===== src/sv/multilevel_queue_slot_scheduler_defines.svh =====
// assertion macros shared by the scheduler modules
`ifndef MULTILEVEL_QUEUE_SLOT_SCHEDULER_DEFINES_SVH
`define MULTILEVEL_QUEUE_SLOT_SCHEDULER_DEFINES_SVH

// same-cycle implication, checked at every rising clock edge out of reset
`define MLQS_ASSERT_NOW(label, clk, rst, ante, cons) \
   label: assert property (@(posedge clk) disable iff (rst) (ante) |-> (cons)) \
      else $error("mlqs assertion failed");

// next-cycle implication
`define MLQS_ASSERT_NEXT(label, clk, rst, ante, cons) \
   label: assert property (@(posedge clk) disable iff (rst) (ante) |=> (cons)) \
      else $error("mlqs assertion failed");

`endif


===== src/sv/mlqs_pkg.sv =====
// types, constants and helper functions of the multilevel queue scheduler
`timescale 1ns / 1ps

package mlqs_pkg;

   localparam int LEVELS      = 8;
   localparam int QUEUE_DEPTH = 16;

   localparam int ID_W      = 8;
   localparam int PRIO_W    = 3;
   localparam int OUT_LVL_W = 3;

   localparam int LVL_W  = $clog2(LEVELS);
   localparam int HEAD_W = (QUEUE_DEPTH > 1) ? $clog2(QUEUE_DEPTH) : 1;
   localparam int CNT_W  = $clog2(QUEUE_DEPTH + 1);
   localparam int BUD_W  = $clog2(LEVELS + 1);
   localparam int ADDR_W = $clog2(LEVELS * QUEUE_DEPTH);

   localparam logic MODE_ENQUEUE = 1'b0;
   localparam logic MODE_REQUEST = 1'b1;

   typedef struct packed {
      logic              mode;
      logic [ID_W-1:0]   proc_id;
      logic [PRIO_W-1:0] priority_req;
   } req_payload_type;

   typedef struct packed {
      logic [ID_W-1:0]      granted_id;
      logic                 granted;
      logic [OUT_LVL_W-1:0] served_level;
      logic                 rejected;
   } rsp_payload_type;

   typedef enum logic [1:0] {
      ST_IDLE,
      ST_SELECT,
      ST_ACCESS,
      ST_DONE
   } state_type;

   typedef struct packed {
      logic latch;
      logic select;
      logic access;
      logic load;
   } cmd_type;

   typedef struct packed {
      logic             found;
      logic [LVL_W-1:0] level;
   } search_result_type;

   // first eligible level after cur, cyclic, cur itself excluded
   function automatic search_result_type find_next(input logic [LEVELS-1:0] elig,
                                                   input logic [LVL_W-1:0]  cur);
      search_result_type res;
      logic [LVL_W:0]    idx;
      res.found = 1'b0;
      res.level = cur;
      // walk from farthest to nearest so the nearest hit wins
      for (int k = LEVELS - 1; k >= 1; k--) begin
         idx = {1'b0, cur} + (LVL_W + 1)'(k);
         if (idx >= (LVL_W + 1)'(LEVELS)) begin
            idx = idx - (LVL_W + 1)'(LEVELS);
         end
         if (elig[idx[LVL_W-1:0]]) begin
            res.found = 1'b1;
            res.level = idx[LVL_W-1:0];
         end
      end
      return res;
   endfunction

endpackage


===== src/sv/mlqs_ctrl.sv =====
// controller state machine: sequences select, queue access and result load
`timescale 1ns / 1ps
`include "multilevel_queue_slot_scheduler_defines.svh"

module mlqs_ctrl (
   input  logic             clock,
   input  logic             reset,
   input  logic             req_valid,
   output logic             req_stall,
   output logic             rsp_valid,
   input  logic             rsp_stall,
   output mlqs_pkg::cmd_type cmd
);

   mlqs_pkg::state_type state_ff, state_in;
   logic                rsp_valid_ff, rsp_valid_in;

   always_ff @(posedge clock) begin
      if (reset) begin
         state_ff     <= mlqs_pkg::ST_IDLE;
         rsp_valid_ff <= 1'b0;
      end else begin
         state_ff     <= state_in;
         rsp_valid_ff <= rsp_valid_in;
      end
   end

   always_comb begin
      state_in   = state_ff;
      cmd.latch  = 1'b0;
      cmd.select = 1'b0;
      cmd.access = 1'b0;
      cmd.load   = 1'b0;
      unique case (state_ff)
         mlqs_pkg::ST_IDLE: begin
            if (req_valid) begin
               cmd.latch = 1'b1;
               state_in  = mlqs_pkg::ST_SELECT;
            end
         end
         mlqs_pkg::ST_SELECT: begin
            cmd.select = 1'b1;
            state_in   = mlqs_pkg::ST_ACCESS;
         end
         mlqs_pkg::ST_ACCESS: begin
            cmd.access = 1'b1;
            state_in   = mlqs_pkg::ST_DONE;
         end
         mlqs_pkg::ST_DONE: begin
            // wait for the output register to free up
            if (!rsp_valid_ff || !rsp_stall) begin
               cmd.load = 1'b1;
               state_in = mlqs_pkg::ST_IDLE;
            end
         end
         default: state_in = mlqs_pkg::ST_IDLE;
      endcase
   end

   always_comb begin
      if (cmd.load) begin
         rsp_valid_in = 1'b1;
      end else if (rsp_stall) begin
         rsp_valid_in = rsp_valid_ff;
      end else begin
         rsp_valid_in = 1'b0;
      end
   end

   assign req_stall = (state_ff != mlqs_pkg::ST_IDLE);
   assign rsp_valid = rsp_valid_ff;

   `MLQS_ASSERT_NEXT(a_load_sets_valid, clock, reset, cmd.load, rsp_valid_ff)
   `MLQS_ASSERT_NEXT(a_accept_starts_select, clock, reset, req_valid && !req_stall,
                     state_ff == mlqs_pkg::ST_SELECT && !cmd.load)
   `MLQS_ASSERT_NEXT(a_stalled_rsp_holds, clock, reset, rsp_valid_ff && rsp_stall, rsp_valid_ff)

endmodule


===== src/sv/mlqs_datapath.sv =====
// datapath: level fifo bookkeeping, slot budgets, cyclic level search, id memory
`timescale 1ns / 1ps
`include "multilevel_queue_slot_scheduler_defines.svh"

module mlqs_datapath (
   input  logic                     clock,
   input  logic                     reset,
   input  mlqs_pkg::cmd_type        cmd,
   input  mlqs_pkg::req_payload_type req_data,
   output mlqs_pkg::rsp_payload_type rsp_data
);

   mlqs_pkg::req_payload_type item_ff;
   mlqs_pkg::rsp_payload_type rsp_ff, rsp_in;

   logic [mlqs_pkg::HEAD_W-1:0] head_ff   [mlqs_pkg::LEVELS];
   logic [mlqs_pkg::CNT_W-1:0]  count_ff  [mlqs_pkg::LEVELS];
   logic [mlqs_pkg::BUD_W-1:0]  budget_ff [mlqs_pkg::LEVELS];
   logic [mlqs_pkg::LVL_W-1:0]  cur_ff;

   logic [mlqs_pkg::LVL_W-1:0]  level_sel_ff, level_sel_in;
   logic                        go_ff, go_in;
   logic                        refill;

   logic [mlqs_pkg::ID_W-1:0]   mem [mlqs_pkg::LEVELS * mlqs_pkg::QUEUE_DEPTH];
   logic [mlqs_pkg::ID_W-1:0]   rd_data_ff;

   logic [mlqs_pkg::LEVELS-1:0] nonempty, budget_nz, full, elig;
   logic                        counts_ok;
   logic                        prio_ok;
   logic [mlqs_pkg::LVL_W-1:0]  prio_lvl;
   mlqs_pkg::search_result_type srch;

   logic [mlqs_pkg::HEAD_W-1:0] sel_head, head_next, tail, slot_idx;
   logic [mlqs_pkg::CNT_W-1:0]  sel_count;
   logic [mlqs_pkg::CNT_W:0]    tail_sum;
   logic [mlqs_pkg::ADDR_W-1:0] mem_addr;
   logic                        is_enq;

   // per-level flags, each read at its own level
   always_comb begin
      counts_ok = 1'b1;
      for (int i = 0; i < mlqs_pkg::LEVELS; i++) begin
         nonempty[i]  = (count_ff[i] != '0);
         budget_nz[i] = (budget_ff[i] != '0);
         full[i]      = (count_ff[i] >= mlqs_pkg::CNT_W'(mlqs_pkg::QUEUE_DEPTH));
         elig[i]      = nonempty[i] && budget_nz[i];
         if (count_ff[i] > mlqs_pkg::CNT_W'(mlqs_pkg::QUEUE_DEPTH)) begin
            counts_ok = 1'b0;
         end
      end
   end

   assign is_enq   = (item_ff.mode == mlqs_pkg::MODE_ENQUEUE);
   assign prio_ok  = (32'(item_ff.priority_req) < 32'(mlqs_pkg::LEVELS));
   assign prio_lvl = mlqs_pkg::LVL_W'(item_ff.priority_req);
   assign srch     = mlqs_pkg::find_next(elig, cur_ff);

   // level decision
   always_comb begin
      level_sel_in = cur_ff;
      go_in        = 1'b0;
      refill       = 1'b0;
      if (is_enq) begin
         level_sel_in = prio_lvl;
         go_in        = prio_ok && !full[prio_lvl];
      end else if (budget_nz[cur_ff] && nonempty[cur_ff]) begin
         level_sel_in = cur_ff;
         go_in        = 1'b1;
      end else begin
         // spent budget is refilled, the current level is skipped either way
         refill       = !budget_nz[cur_ff];
         level_sel_in = srch.level;
         go_in        = srch.found;
      end
   end

   // fifo indexes of the selected level
   always_comb begin
      sel_head  = head_ff[level_sel_ff];
      sel_count = count_ff[level_sel_ff];
      tail_sum  = (mlqs_pkg::CNT_W + 1)'(sel_head) + (mlqs_pkg::CNT_W + 1)'(sel_count);
      if (tail_sum >= (mlqs_pkg::CNT_W + 1)'(mlqs_pkg::QUEUE_DEPTH)) begin
         tail_sum = tail_sum - (mlqs_pkg::CNT_W + 1)'(mlqs_pkg::QUEUE_DEPTH);
      end
      tail = mlqs_pkg::HEAD_W'(tail_sum);
      if (sel_head == mlqs_pkg::HEAD_W'(mlqs_pkg::QUEUE_DEPTH - 1)) begin
         head_next = '0;
      end else begin
         head_next = sel_head + 1'b1;
      end
      slot_idx = is_enq ? tail : sel_head;
      mem_addr = mlqs_pkg::ADDR_W'(32'(level_sel_ff) * mlqs_pkg::QUEUE_DEPTH)
               + mlqs_pkg::ADDR_W'(slot_idx);
   end

   always_ff @(posedge clock) begin
      if (cmd.latch) begin
         item_ff <= req_data;
      end
      if (cmd.select) begin
         level_sel_ff <= level_sel_in;
         go_ff        <= go_in;
      end
   end

   always_ff @(posedge clock) begin
      if (reset) begin
         for (int i = 0; i < mlqs_pkg::LEVELS; i++) begin
            head_ff[i]   <= '0;
            count_ff[i]  <= '0;
            budget_ff[i] <= mlqs_pkg::BUD_W'(mlqs_pkg::LEVELS - i);
         end
         cur_ff <= '0;
      end else begin
         if (cmd.select && refill) begin
            budget_ff[cur_ff] <= mlqs_pkg::BUD_W'(mlqs_pkg::LEVELS - int'(cur_ff));
         end
         if (cmd.access && go_ff) begin
            if (is_enq) begin
               count_ff[level_sel_ff] <= sel_count + 1'b1;
            end else begin
               head_ff[level_sel_ff]   <= head_next;
               count_ff[level_sel_ff]  <= sel_count - 1'b1;
               budget_ff[level_sel_ff] <= budget_ff[level_sel_ff] - 1'b1;
               cur_ff                  <= level_sel_ff;
            end
         end
      end
   end

   // process id store, one access per item
   always_ff @(posedge clock) begin
      if (cmd.access && go_ff && is_enq) begin
         mem[mem_addr] <= item_ff.proc_id;
      end
      if (cmd.access && go_ff && !is_enq) begin
         rd_data_ff <= mem[mem_addr];
      end
   end

   always_comb begin
      rsp_in.granted      = !is_enq && go_ff;
      rsp_in.granted_id   = rsp_in.granted ? rd_data_ff : '0;
      rsp_in.served_level = mlqs_pkg::OUT_LVL_W'(cur_ff);
      rsp_in.rejected     = is_enq && !go_ff;
   end

   always_ff @(posedge clock) begin
      if (cmd.load) begin
         rsp_ff <= rsp_in;
      end
   end

   assign rsp_data = rsp_ff;

   `MLQS_ASSERT_NOW(a_counts_in_range, clock, reset, 1'b1, counts_ok)
   `MLQS_ASSERT_NEXT(a_pop_moves_current, clock, reset, cmd.access && go_ff && !is_enq,
                     cur_ff == $past(level_sel_ff))
   `MLQS_ASSERT_NEXT(a_refill_restores_budget, clock, reset, cmd.select && refill,
                     budget_ff[$past(cur_ff)] != '0)

endmodule


===== src/sv/multilevel_queue_slot_scheduler.sv =====
// top level of the multilevel ready-queue slot scheduler
//
//   channel   direction   handshake              beat
//   req_      in          req_valid / req_stall  mlqs_pkg::req_payload_type
//   rsp_      out         rsp_valid / rsp_stall  mlqs_pkg::rsp_payload_type
//
// one beat at a time: the controller steps through select, queue access (with the
// memory read) and done states, and the result register is loaded from the done
// state once rsp is free; req_stall holds off the next request beat until idle.
// the result register lets a new request in while the last result is stalled.
// synchronous reset empties all level queues and restores budgets; no clearing pass.
`timescale 1ns / 1ps

module multilevel_queue_slot_scheduler (
   input  logic                      clock,
   input  logic                      reset,
   input  logic                      req_valid,
   output logic                      req_stall,
   input  mlqs_pkg::req_payload_type req_data,
   output logic                      rsp_valid,
   input  logic                      rsp_stall,
   output mlqs_pkg::rsp_payload_type rsp_data
);

   mlqs_pkg::cmd_type cmd;

   mlqs_ctrl u_ctrl (
      .clock     (clock),
      .reset     (reset),
      .req_valid (req_valid),
      .req_stall (req_stall),
      .rsp_valid (rsp_valid),
      .rsp_stall (rsp_stall),
      .cmd       (cmd)
   );

   mlqs_datapath u_datapath (
      .clock    (clock),
      .reset    (reset),
      .cmd      (cmd),
      .req_data (req_data),
      .rsp_data (rsp_data)
   );

endmodule

===== config.mk =====
export PLATFORM = sky130hd
export DESIGN_NAME = multilevel_queue_slot_scheduler
export DESIGN_NICKNAME = d
export VERILOG_FILES = /design/src/sv/mlqs_pkg.sv /design/src/sv/mlqs_ctrl.sv /design/src/sv/mlqs_datapath.sv /design/src/sv/multilevel_queue_slot_scheduler.sv
export VERILOG_INCLUDE_DIRS = /design/src /design/src/sv
export SDC_FILE = /design/constraint.sdc
export NUM_CORES = 1
export LEC_CHECK = 0
export BUFFER_PORTS_ARGS = -buffer_cell sky130_fd_sc_hd__buf_2
export CAP_MARGIN = 20
export CORE_MARGIN = 1.5
export CORE_UTILIZATION = 30
export CTS_CLUSTER_SIZE = 14
export DETAILED_ROUTE_END_ITERATION = 12
export GPL_ROUTABILITY_DRIVEN = 0
export HOLD_SLACK_MARGIN = 0.15
export PLACE_DENSITY = 0.48
export RECOVER_POWER = 100
export SLEW_MARGIN = 0
export SYNTH_ARGS = -nofsm -noshare
export SYNTH_HDL_FRONTEND = slang
export SYNTH_HIERARCHICAL = 1
export SYNTH_SLANG_ARGS = --single-unit

===== constraint.sdc =====
create_clock -name clock -period 5.1 [get_ports clock]
set_input_delay 1.275 -clock clock [delete_from_list [all_inputs] [get_ports clock]]
set_output_delay 1.275 -clock clock [all_outputs]
set_load 0.01 [all_outputs]

==> metrics <==
synth top area cells=edfxtp_1 77%, a22oi_1 7.1%, nor2_1 2.0%; Max IR drop VDD=0.000657 V; Data arrival, critical path=5.24 ns; via/cell ratio=5.32; Final setup viols=0; global-route wire length before repair=201000 um; GRT Resource Usage Total=0.176; Lkg Pwr=0.0167 uW; Die X=393 um; Floorplan Core Area=152000 um^2; TritonRoute pass-1 iters=5; pin count of the biggest net entering global routing=129; DR vias=27438; worst skew pair latency=0.75 ns; CP endpoint kind=flip-flop; port bufs=30; initial antenna violation count=3; clk_skew=0.0333 ns; CTS tree=done; max_cap viols=14; Max Freq=0.205 GHz; pwr/cell area=666 nW/um^2; crit path launch type=flip-flop; crit-path max FO=21; Seq/Total Area, Yosys=0.769; critical path data required time=5.46 ns; Layout Nets=3068; ys flop type=edfxtp_1; Placed Cells=4937; Filler cells=14271; number of synthesized flops with an enable pin=1165; outcome=finished, violations left; Routed wire per std cell=27.0 um; share of cells above drive strength 1=0.168; CTS buffer count=119; Net Count, Synth=2737; Tcrit/Tclk final=0.956; initial core utilization=0.302; Syn Area/Cell=16.9 um^2; drt drc=0; clock sinks=1174; Mapped Cells=2700; Worst Min Path Start=u_ctrl/state_ff[1]$_SDFFE_PP0P_; r2r endpoint=u_datapath/mem[34][2]$_DFFE_PP_; worst r2r path cells=15; most numerous cell in the Yosys netlist=edfxtp_1; Reg area=35200 um^2; DRT antenna net count=0; WL final=139000 um; YS warnings=6; Synth cell types=71; critical path class=flip-flop to flip-flop; post-DP HPWL=89200 um; CTS clk-pin slew, worst paths=0.06 ns; Hold Crit Class=flip-flop to flip-flop; CP peak stage delay=0.45 ns; die height=393 um; area grow syn2layout=18.2%; Yosys top cell area share=0.766; Slew @ Worst Pin=4.31 ns; final hold vios=0; Synth top cells by count=1165 x edfxtp_1, 434 x a22oi_1, 247 x nor2_1; row cnt=143; Multi-input gate area=9740 um^2; Critical Path, Cell by Cell=buf_4, mux4_2, mux2_2, ha_1, inv_1, fa_1, mux2_2, nor3_4, buf_12, buf_12, clkbuf_1, nand2_1, buf_2, nor2_1, clkbuf_1; Post-Synthesis Cell Area=45700 um^2; WHS Path Cells=2; hold slack=0.519 ns; number of synthesized register bits=1174; FFs w/ async S/R, synth=0; post-route insts no fill=5160; failing checks=capacitance limit, slew limit; Slew Limit Fails=970; slowest CP cell=fa_1; Final min period=4.88 ns; Iter 0 DRT Violations=3335; clk buf depth=3; Root Buffer=clkbuf_16; # IOs=31; die area=155000 um^2; worst hold path endpoint=u_ctrl/state_ff[1]$_SDFFE_PP0P_; Synth area leader=edfxtp_1; Reg2Reg Setup Slack=0.22 ns; total gr overflow=0; vias in the first global route=27679; H-tree lvl count=3; Worst slew margin=-1.87
==> routing by layer <==
layer  vias to the layer above  GRT usage  wire length, um
met3                       197     0.0252             8590
met1                     14358      0.248            61400
met4                         0     0.0417             3270
met2                      1038      0.286            65900
li1                      11845          -                -
met5                         -          0                0
==> placed cells by master (no fill, tap or decap), types with 43 or more instances in the layout <==
| cell | n |
|---|---|
| buf_4 | 141 |
| a41oi_1 | 70 |
| nand2_1 | 49 |
| edfxtp_1 | 1165 |
| nor2_1 | 245 |
| a22oi_1 | 434 |
| clkbuf_2 | 71 |
| clkbuf_1 | 134 |
| clkbuf_16 | 121 |
| a22o_1 | 43 |
==> power by group <==
part           total, uW  internal, uW  leakage [uW]  switching (uW)
registers          11400         11200        0.0106             169
logic              16000          5720       0.00415           10300
clock network       8660          4920       0.00188            3740
total              36000         21800        0.0167           14200
==> stage by stage <==
step | utilization | power [uW] | setup WS, ns | instance area [um^2] | setup TNS [ns]
after global placement | 0.334 | 27300 | -0.302 | 50700 | -1.00
after global routing | 0.357 | 37400 | -0.0134 | 54000 | -0.0134
after CTS | 0.360 | 36100 | 0.00693 | 54500 | 0
after floorplan | - | 19600 | 0.0456 | 45700 | 0
after detailed placement | 0.334 | 27400 | -0.248 | 50700 | -0.816
final | 0.357 | 36000 | 0.225 | 54000 | 0
==> registers in the layout, indices dropped and copies added (netlist names), named ones only <==
signal / flops
u_datapath/level_sel_ff: 3
u_datapath/item_ff: 9
u_datapath/rd_data_ff: 8
u_datapath/rsp_data: 13
u_datapath/budget_ff: 32
u_datapath/prio_lvl: 3
u_datapath/head_ff: 32
u_datapath/mem: 1024
u_datapath/go_ff: 1
u_ctrl/rsp_valid: 1
u_ctrl/state_ff: 2
u_datapath/count_ff: 40
u_datapath/cur_ff: 3
==> cells by family after synthesis <==
logic type / synth area share
flops: 0.769
compound gates: 0.125
simple gates: 0.0477
buf+inv: 0.0205
mux: 0.0287
fa+ha+maj: 0.00608
xor+xnor: 0.00249
==> worst max-delay path, delay by kind of cell (launching register included) <==
family	cells	cell delay, ns
and+or+nand+nor	3	0.55
adders and majority gates	2	0.69
muxes	3	1.05
DFF	1	0.42
buffers and inverters	7	1.73
==> how the worst max path moves through the flow <==
stage | slack [ns] | endpoint | from | depth (start not counted)
after CTS | 0.007 | u_datapath/rd_data_ff[1]$_DFFE_PP_ | flip-flop | 18
after detailed placement | -0.25 | u_datapath/rd_data_ff[4]$_DFFE_PP_ | flip-flop | 16
after floorplan | 0.05 | u_datapath/mem[45][0]$_DFFE_PP_ | flip-flop | 18
after global routing | -0.01 | u_datapath/rd_data_ff[7]$_DFFE_PP_ | flip-flop | 21
final | 0.22 | u_datapath/mem[34][2]$_DFFE_PP_ | flip-flop | 15
after global placement | -0.30 | u_datapath/rd_data_ff[7]$_DFFE_PP_ | flip-flop | 21
==> timing repair <==
| item | in CTS | in global routing |
|---|---|---|
| pin swaps | 1 | 1 |
| hold buffers | 0 | 0 |
| cloned | 0 | 0 |
| resized for setup | 5 | 13 |
| buffers inserted | 0 | 2 |
| setup endpoints to repair | 4 | 8 |
| hold endpoints to repair | 0 | 0 |
==> area by class of cell <==
class | instances | area share
flip-flops and latches | 1174 | 0.651
multi-input cells | 1328 | 0.180
clock buffers | 145 | 0.0579
repair buffers | 385 | 0.0491
well taps | 2030 | 0.0470
clock inverters | 74 | 0.0133
inverters | 23 | 0.00160
diodes | 1 | 0.0000463
No activity file was read; power rests on OpenSTA's default activity.
